[config.mk]
export PLATFORM = sky130hd
export DESIGN_NAME = gfg_front
export DESIGN_NICKNAME = d
export VERILOG_FILES = /design/src/sv/gfg_pkg.sv /design/src/sv/gfg_front.sv
export SDC_FILE = /design/constraint.sdc
export NUM_CORES = 1
export LEC_CHECK = 0
export BUFFER_PORTS_ARGS = -buffer_cell sky130_fd_sc_hd__buf_2
export CAP_MARGIN = 15
export CORE_MARGIN = 4
export CORE_UTILIZATION = 25
export DETAILED_ROUTE_END_ITERATION = 7
export SETUP_SLACK_MARGIN = 0.02
export SLEW_MARGIN = 20
export SYNTH_ARGS = -nofsm -noshare
export SYNTH_HDL_FRONTEND = slang
export SYNTH_SLANG_ARGS = --single-unit
[constraint.sdc]
create_clock -name clk -period 9.3 [get_ports clk]
set_input_delay 0.93 -clock clk [delete_from_list [all_inputs] [get_ports clk]]
set_output_delay 0.93 -clock clk [all_outputs]
set_load 0.01 [all_outputs]
[src/sv/gfg_pkg.sv]
`default_nettype none
package gfg_pkg;

  // Fixed widths of the request and result words.
  localparam int POS_W  = 5;
  localparam int DATA_W = 32;
  localparam int SIZE_W = 6;
  localparam int STEP_W = 32;
  // Width that holds any grid size up to the largest axis parameter (256).
  localparam int CMP_W  = 9;

  // Request kinds.
  localparam logic REQ_LOAD  = 1'b0;
  localparam logic REQ_QUERY = 1'b1;

  // Configuration register indexes.
  typedef enum logic [2:0] {
    CFG_SIZE_X     = 3'd0,
    CFG_SIZE_Y     = 3'd1,
    CFG_SIZE_Z     = 3'd2,
    CFG_INV_STEP_X = 3'd3,
    CFG_INV_STEP_Y = 3'd4,
    CFG_INV_STEP_Z = 3'd5
  } cfg_index_t;

  // Back-end sequencer states.
  typedef enum logic [2:0] {
    BK_IDLE,
    BK_READ,
    BK_DIFF,
    BK_MUL,
    BK_SCALE,
    BK_SQUARE,
    BK_SQRT,
    BK_DONE
  } back_state_t;

  // Input word.
  typedef struct packed {
    logic                     req_type;
    logic [POS_W-1:0]         pos_x;
    logic [POS_W-1:0]         pos_y;
    logic [POS_W-1:0]         pos_z;
    logic signed [DATA_W-1:0] potential;
  } gfg_req_t;

  // Result word.
  typedef struct packed {
    logic signed [DATA_W-1:0] field_x;
    logic signed [DATA_W-1:0] field_y;
    logic signed [DATA_W-1:0] field_z;
    logic [DATA_W-1:0]        field_magnitude;
    logic                     saturated;
  } gfg_res_t;

endpackage
`default_nettype wire

[src/sv/gfg_front.sv]
`default_nettype none
module gfg_front import gfg_pkg::*; #(
  parameter int MAX_X        = 32,
  parameter int MAX_Y        = 32,
  parameter int MAX_Z        = 32,
  parameter int SAMPLE_WIDTH = 32,
  parameter int AW           = 15
) (
  input  wire logic                         clk,
  input  wire logic                         rst,
  input  wire logic                         start,
  output logic                              busy,
  input  wire gfg_req_t                     req,
  input  wire logic [SIZE_W-1:0]            size_x,
  input  wire logic [SIZE_W-1:0]            size_y,
  input  wire logic [SIZE_W-1:0]            size_z,
  output logic                              q_valid,
  input  wire logic                         q_ready,
  output logic                              q_query,
  output logic [2:0]                        q_sh17,
  output logic [5:0][AW-1:0]                q_addr,
  output logic [SAMPLE_WIDTH-1:0]           q_data
);

  localparam int QDEPTH = 2;

  typedef struct packed {
    logic [CMP_W-1:0] lo;
    logic [CMP_W-1:0] hi;
    logic             sh17;
  } axis_nb_t;

  typedef struct packed {
    logic                    query;
    logic [2:0]              sh17;
    logic [5:0][AW-1:0]      addr;
    logic [SAMPLE_WIDTH-1:0] data;
  } entry_t;

  // Clamp a programmed size into the range the storage supports.
  function automatic logic [CMP_W-1:0] eff_size(input logic [SIZE_W-1:0] s, input int mx);
    if (int'(s) < 2) return CMP_W'(2);
    if (int'(s) > mx) return CMP_W'(mx);
    return CMP_W'(s);
  endfunction

  // Linear store address, x major, z minor.
  function automatic logic [AW-1:0] addr_of(input logic [CMP_W-1:0] x,
                                            input logic [CMP_W-1:0] y,
                                            input logic [CMP_W-1:0] z);
    return AW'((int'(x) * MAX_Y + int'(y)) * MAX_Z + int'(z));
  endfunction

  // Lower and upper neighbor along one axis; edges use the point itself.
  function automatic axis_nb_t axis_nb(input logic [CMP_W-1:0] p, input logic [CMP_W-1:0] n);
    axis_nb_t r;
    logic     first;
    logic     last;
    first  = (p == '0);
    last   = (p == n - CMP_W'(1));
    r.lo   = first ? p : p - CMP_W'(1);
    r.hi   = last ? p : p + CMP_W'(1);
    r.sh17 = !first && !last;
    return r;
  endfunction

  logic [CMP_W-1:0] nx, ny, nz, px, py, pz;
  axis_nb_t         ax, ay, az;
  logic             query_ok, load_ok, push, pop;
  entry_t           ent_in;
  entry_t           fifo [QDEPTH];
  logic             wr_ptr, rd_ptr;
  logic [1:0]       count;

  // Classify the incoming word and work out the addresses it needs.
  always_comb begin
    nx = eff_size(size_x, MAX_X);
    ny = eff_size(size_y, MAX_Y);
    nz = eff_size(size_z, MAX_Z);
    px = CMP_W'(req.pos_x);
    py = CMP_W'(req.pos_y);
    pz = CMP_W'(req.pos_z);
    ax = axis_nb(px, nx);
    ay = axis_nb(py, ny);
    az = axis_nb(pz, nz);
    query_ok = (px < nx) && (py < ny) && (pz < nz);
    load_ok  = (int'(px) < MAX_X) && (int'(py) < MAX_Y) && (int'(pz) < MAX_Z);
    ent_in.query   = (req.req_type == REQ_QUERY);
    ent_in.sh17    = {az.sh17, ay.sh17, ax.sh17};
    ent_in.addr[0] = (req.req_type == REQ_QUERY) ? addr_of(ax.lo, py, pz) : addr_of(px, py, pz);
    ent_in.addr[1] = addr_of(ax.hi, py, pz);
    ent_in.addr[2] = addr_of(px, ay.lo, pz);
    ent_in.addr[3] = addr_of(px, ay.hi, pz);
    ent_in.addr[4] = addr_of(px, py, az.lo);
    ent_in.addr[5] = addr_of(px, py, az.hi);
    ent_in.data    = SAMPLE_WIDTH'(req.potential);
  end

  assign busy    = (count == 2'(QDEPTH));
  assign push    = start && !busy && ((req.req_type == REQ_QUERY) ? query_ok : load_ok);
  assign q_valid = (count != '0);
  assign pop     = q_valid && q_ready;

  assign q_query = fifo[rd_ptr].query;
  assign q_sh17  = fifo[rd_ptr].sh17;
  assign q_addr  = fifo[rd_ptr].addr;
  assign q_data  = fifo[rd_ptr].data;

  // Queue payload.
  always_ff @(posedge clk) begin
    if (push) fifo[wr_ptr] <= ent_in;
  end

  // Queue pointers and fill count.
  always_ff @(posedge clk) begin
    if (rst) begin
      wr_ptr <= 1'b0;
      rd_ptr <= 1'b0;
      count  <= '0;
    end else begin
      if (push) wr_ptr <= ~wr_ptr;
      if (pop) rd_ptr <= ~rd_ptr;
      count <= count + 2'(push) - 2'(pop);
    end
  end

endmodule
`default_nettype wire

# ---- Word level (Yosys, flattened, before mapping)
# Memory sizes are Yosys's and may differ from the RTL's. A register that Yosys moved wholly into a read port is not among the register bits.
# Index checks and enable logic that the tools add are counted.
dict set report classes {
  bitwise_logic 2
  eq_ne 4
  n_addsub 23
  n_reduce_logical 19
  order_cmp 9
  mux 33
}
# cell n
set ops {}
lappend ops {{two-way mux 9 bit} 14}
lappend ops {{adder 15 x 5 -> 15 bit} 4}
lappend ops {{adder 10 x 5 -> 10 bit} 3}
lappend ops {{adder 15 x 6 -> 15 bit} 2}
lappend ops {{== test 5 x 9 -> 1 bit} 3}
lappend ops {{< comparator 5 x 9 -> 1 bit} 3}
lappend ops {{subtractor 9 x 1 -> 9 bit (second input constant)} 3}
lappend ops {{greater-than comparator 6 bit (second input constant)} 3}
lappend ops {{< comparator 6 x 2 -> 1 bit (second input constant)} 3}
lappend ops {{adder 15 x 10 -> 15 bit} 1}
lappend ops {{zero test 5 bit} 3}
lappend ops {{two-way mux 15 bit} 1}
lappend ops {{two-way mux 1 bit} 14}
lappend ops {{adder 5 x 1 -> 6 bit (second input constant)} 2}
lappend ops {{two-way mux 6 bit} 2}
lappend ops {{subtractor 5 x 1 -> 6 bit (second input constant)} 2}
lappend ops {{adder 10 x 6 -> 10 bit} 1}
lappend ops {{adder 10 x 9 -> 10 bit} 1}
lappend ops {{two-way mux 5 bit} 2}
lappend ops {{logical AND 1 bit} 8}
lappend ops {{zero test 1 bit} 7}
lappend ops {{adder 5 x 1 -> 5 bit (second input constant)} 1}
lappend ops {{subtractor 5 x 1 -> 5 bit (second input constant)} 1}
lappend ops {{adder 2 x 1 -> 2 bit} 1}
lappend ops {{4 further kinds} 5}
dict set report word_totals {
  memories 1
  elab_cells 94
  out_inout_bits 128
  ff_bits 4
  mem_bits_rw 252
  inputBits 70
}
# memory words width read_ports rd_ports_with_merged_regs write_ports line
set mem_list {}
lappend mem_list {fifo 2 126 1 1 1 gfg_front.sv:71} ;# entry_t fifo [QDEPTH];

# ---- Logic depth before layout (Yosys ltp)
dict set report logic_depth {
  depth_word 12
  mapped_depth 16
}

# ---- Worst setup path after synthesis
# OpenSTA, ideal clock, no wires.
dict set report synth_path {
  kind {input -> register}
  startpoint {input size_y[4]}
  endpoint {memory fifo[0][0] (netlist name) (enable)}
  path_buffers 1
  required_time_ps 8715
  cell_stages 11
  setup_time_ps 585
  path_slack_ps 1279
  t_arrival_ps 7436
  cell_sequence {clkbuf_1 -> or2_2 -> nor2_1 -> o21bai_1 -> ha_1 -> nor2b_1 -> o31ai_1 -> a211oi_1 -> nor4_1 -> or2_2 -> nor2b_1}
}
dict set report synth_between {
  elab_chain_cells 12
  word_cells_on_any_way 15
}
# element line
set synth_rtl {}
lappend synth_rtl {{from (decl)} gfg_front.sv:15} ;# input wire logic [SIZE_W-1:0] size_y,
lappend synth_rtl {{greater-than comparator 6 bit} gfg_front.sv:43} ;# if (int'(s) > mx) return CMP_W'(mx);
lappend synth_rtl {{two-way mux 1 bit (2 in a row)} gfg_front.sv:43}
lappend synth_rtl {{two-way mux 9 bit} gfg_front.sv:44} ;# return CMP_W'(s);
lappend synth_rtl {{two-way mux 9 bit (*)} gfg_front.sv:43}
lappend synth_rtl {{< comparator 5 x 9 -> 1 bit (*)} gfg_front.sv:86} ;# query_ok = (px < nx) && (py < ny) && (pz < nz);
lappend synth_rtl {{logical AND 1 bit (*) (2 in a row)} gfg_front.sv:86}
lappend synth_rtl {{two-way mux 1 bit (*)} gfg_front.sv:100} ;# assign push = start && !busy && ((req.req_type == REQ_QUERY) ? query_ok : load_ok);
lappend synth_rtl {{logical AND 1 bit (*)} gfg_front.sv:100}
lappend synth_rtl {{named net push} gfg_front.sv:69} ;# logic query_ok, load_ok, push, pop;
lappend synth_rtl {{two-way mux 1 bit (*)} gfg_front.sv:111} ;# if (push) fifo[wr_ptr] <= ent_in;
lappend synth_rtl {{two-way mux 1 bit (not written as such) (*)} gfg_front.sv:111}
lappend synth_rtl {{to (decl)} gfg_front.sv:71}
# The timed path passes the listed nets; every way through them passes the cells marked *. The select of a mux whose other input is x is not followed.

# ---- Worst setup path in the final report
dict set report layout_path {
  startpoint {input size_x[2]}
  endpoint {memory fifo[0][103] (netlist name) (enable)}
}
dict set report layout_between {
  elab_chain_cells 12
  word_cells_on_any_way 15
}
# element line
set layout_rtl {}
lappend layout_rtl {{from (decl)} gfg_front.sv:14} ;# input wire logic [SIZE_W-1:0] size_x,
lappend layout_rtl {{greater-than comparator 6 bit} gfg_front.sv:43}
lappend layout_rtl {{two-way mux 1 bit (2 in a row)} gfg_front.sv:43}
lappend layout_rtl {{two-way mux 9 bit} gfg_front.sv:44}
lappend layout_rtl {{two-way mux 9 bit (*)} gfg_front.sv:43}
lappend layout_rtl {{< comparator 5 x 9 -> 1 bit (*)} gfg_front.sv:86}
lappend layout_rtl {{logical AND 1 bit (*) (2 in a row)} gfg_front.sv:86}
lappend layout_rtl {{two-way mux 1 bit (*)} gfg_front.sv:100}
lappend layout_rtl {{logical AND 1 bit (*)} gfg_front.sv:100}
lappend layout_rtl {{named net push} gfg_front.sv:69}
lappend layout_rtl {{two-way mux 1 bit (*)} gfg_front.sv:111}
lappend layout_rtl {{two-way mux 1 bit (not written as such) (*)} gfg_front.sv:111}
# Marks and branches as above.

==> impl_metrics.yaml <==
outcome:
  status: "completed"
sta:
  fin_crit_sh_pct: 47.6
  clock.fmax_mhz: 226
  slew_viol_final: 0
  grt_setup_unrepaired: "false"
  worst_pin_slew_ns: 0.965
  fin_tns_setup_ns: 0
  hold_viol: 0
  skew_ns: 0.0126
  period_minus_slack_ns: 4.43
  setup_viol: 0
  max_slew_margin_pct: 35.7
synth:
  synth_common_cells: "212 x edfxtp_1, 108 x mux2_2, 38 x ha_1, 38 x xnor2_1, 35 x nor2_1"
  yosys.area_share.simple_pct: 7.18
  yosysMostFrequentCell: "edfxtp_1"
  yosysUniqueCellTypes: 60
  synth_compound_area_share_pct: 4.44
  synth_xor_area_share_pct: 4.27
  synth_top_family_by_area: "multiplexers"
  synthTopCellsByArea: "edfxtp_1 62%, mux2_2 12%, ha_1 4.6%"
  yosysTopAreaCell: "edfxtp_1"
  synth_adder_area_share_pct: 5.03
  synth.yosys.seq_area_share_pct: 63.1
  synthMuxAreaShare_pct: 12.3
  postSynthNetCount: 801
  ys_seq_elements: 217
  ys_async_sr_fraction_pct: 0
  synthFlopType: "edfxtp_1"
  synth_edf_count: 212
  yosysWarnings: 0
  synthCells: 691
  syn_area_mm2: 0.0102
  synth.avg_cell_area_um2: 14.8
  yosys.area.top_type_share_pct: 62.1
layout:
  syn_to_final_growth_pct: 22.7
  drive_gt1_share_pct: 41.4
  fin_util_pct: 31.4
  nFillCells: 3982
  diodes: 0
  num-nets-final: 979
route:
  ant_nets: 0
  drt_iter0_markers: 281
  viasPerCell: 4.30
  firstDrtPassIters: 5
  drc_errors: 0
  dr_total_vias: 6080
  post_drt_wl_per_cell_um: 17.3
  routed_wl_um: 24400
global_route:
  grt_max_degree: 60
  antenna_found_initial: 0
  grt_use_total_pct: 10.5
  grt-ovfl-total: 0
  grt_pass1_wl_um: 36600
  grt_pass1_vias: 6233
clocking:
  cts-root-buf: "clkbuf_16"
  cts_inserted_buffers: 26
  clkSinkCount: 217
  cts_max_path_buffers: 3
  cts_resized: 0
  cts_setup_buffers: 0
  htree_levels: 1
  clk_pin_slew_ns: 0.06
  cts_tree: "built"
  hold_buffers: 0
  clock_latency_ns: 0.53
run:
  drv_cap: 0
hold_path:
  worstHoldPathType: "reg -> reg"
critical_path:
  crit_slowest_cell: "buf_4"
  critPathCaptureType: "register"
  crit_family: "buffers and inverters"
  cp_cell_sequence: "buf_2, nor3_1, o21bai_1, ha_1, nor2b_1, o211ai_1, a211oi_1, nor4_1, or2_2, nor2b_4, buf_4, buf_4"
  critPathKind: "in -> reg"
  max_stage_delay_ns: 0.70
  crit_top_cell: "buf_4"
  crit_path_max_fanout: 58
  worst_setup_path_start_kind: "primary input"
  cp_num_buf_inv: 3
  required_ns: 9.45
  arrival_ns: 4.58
place:
  portBuffers: 197
  hpwl_um: 16700
  place_congestion: 0.759
floorplanning:
  die_h_um: 210
  die-area_mm2: 0.0443
  start_util_pct: 25.6
  rows: 73
  die_w_um: 210
  core_area_mm2: 0.0401
  ios: 198
power:
  leakagePower_uw: 0.00465
  peakVddDrop_mv: 0.120
  powerDensity_mw_per_mm2: 250
tightest hold or removal path: stages, from the launching register on:
cell	delay (ns)
dfxtp_1	0.33
xnor2_1	0.08
nor2_1	0.07
registers in the layout, indices dropped and copies added (netlist names), named ones only:
name / count
count: 2
fifo: 212
rd_ptr: 1
wr_ptr: 1
worst paths after layout:
kind	startpoint	end	slack [ns]	depth (start not counted)
worst min register to register	rd_ptr	register	0.52	2
worst max register to register	count[1]	fifo[0][103]	6.05	7
worst min-delay path	rd_ptr	register	0.52	2
worst max-delay path	size_x[2]	fifo[0][103]	4.87	12
routing by layer:
layer / vias up / GRT usage, % / part of all wire [%]
li1: 2906 / - / -
met1: 2995 / 14.5 / 46
met2: 154 / 17.3 / 47
met3: 25 / 2.25 / 5.5
met4: 0 / 2.26 / 1.4
met5: - / 0 / 0
final cells by class:
| class | count | area, um2 | share of cell area (%) |
|---|---|---|---|
| Clock buffer | 29 | 683 | 5.43 |
| Clock inverter | 19 | 241 | 1.92 |
| Inverter | 24 | 90.1 | 0.716 |
| Multi-Input combinational cell | 399 | 3420 | 27.2 |
| Sequential cell | 217 | 6470 | 51.4 |
| Tap cell | 525 | 657 | 5.22 |
| Timing Repair Buffer | 201 | 1020 | 8.08 |
logic make-up (layout without fill, tap and decap cells):
group,Yosys count,after routing
compound gates,60,60
buf+inv,75,273
fa+ha+maj,40,40
mux,112,112
flops,217,217
simple gates,137,137
xor+xnor,50,50
report_power, final:
group	switching [uW]	total, uW	internal, uW	leakage [uW]
registers	63.6	1300	1230	0.00200
clock network	407	1080	670	0.000438
logic	429	775	347	0.00221
total	899	3150	2250	0.00465
through the flow:
stage	worst slack [ns]	power, uW	std cells	area, um2	hold slack, ns
after detailed placement	4.30	2120	1366	11700	0.505
after global routing	4.49	3320	1414	12600	0.557
after global placement	4.30	2110	1366	11700	0.497
after CTS	4.83	3220	1414	12600	0.521
after floorplan	1.28	1820	691	10200	0.481
final	4.87	3150	1414	12600	0.517
placed cells by master, fill, tap and decap left out, types with 12 or more instances in the layout:
cell type / synthesis / final
buf_2: 6 / 197
clkbuf_16: 0 / 27
edfxtp_1: 212 / 212
ha_1: 38 / 38
inv_1: 24 / 24
mux2_2: 108 / 108
nand2_1: 17 / 17
nand2b_1: 15 / 15
nor2_1: 35 / 35
nor3_1: 13 / 13
o21ai_0: 12 / 12
xnor2_1: 38 / 38
xor2_1: 12 / 12
Power figures use the tool's default switching activity.
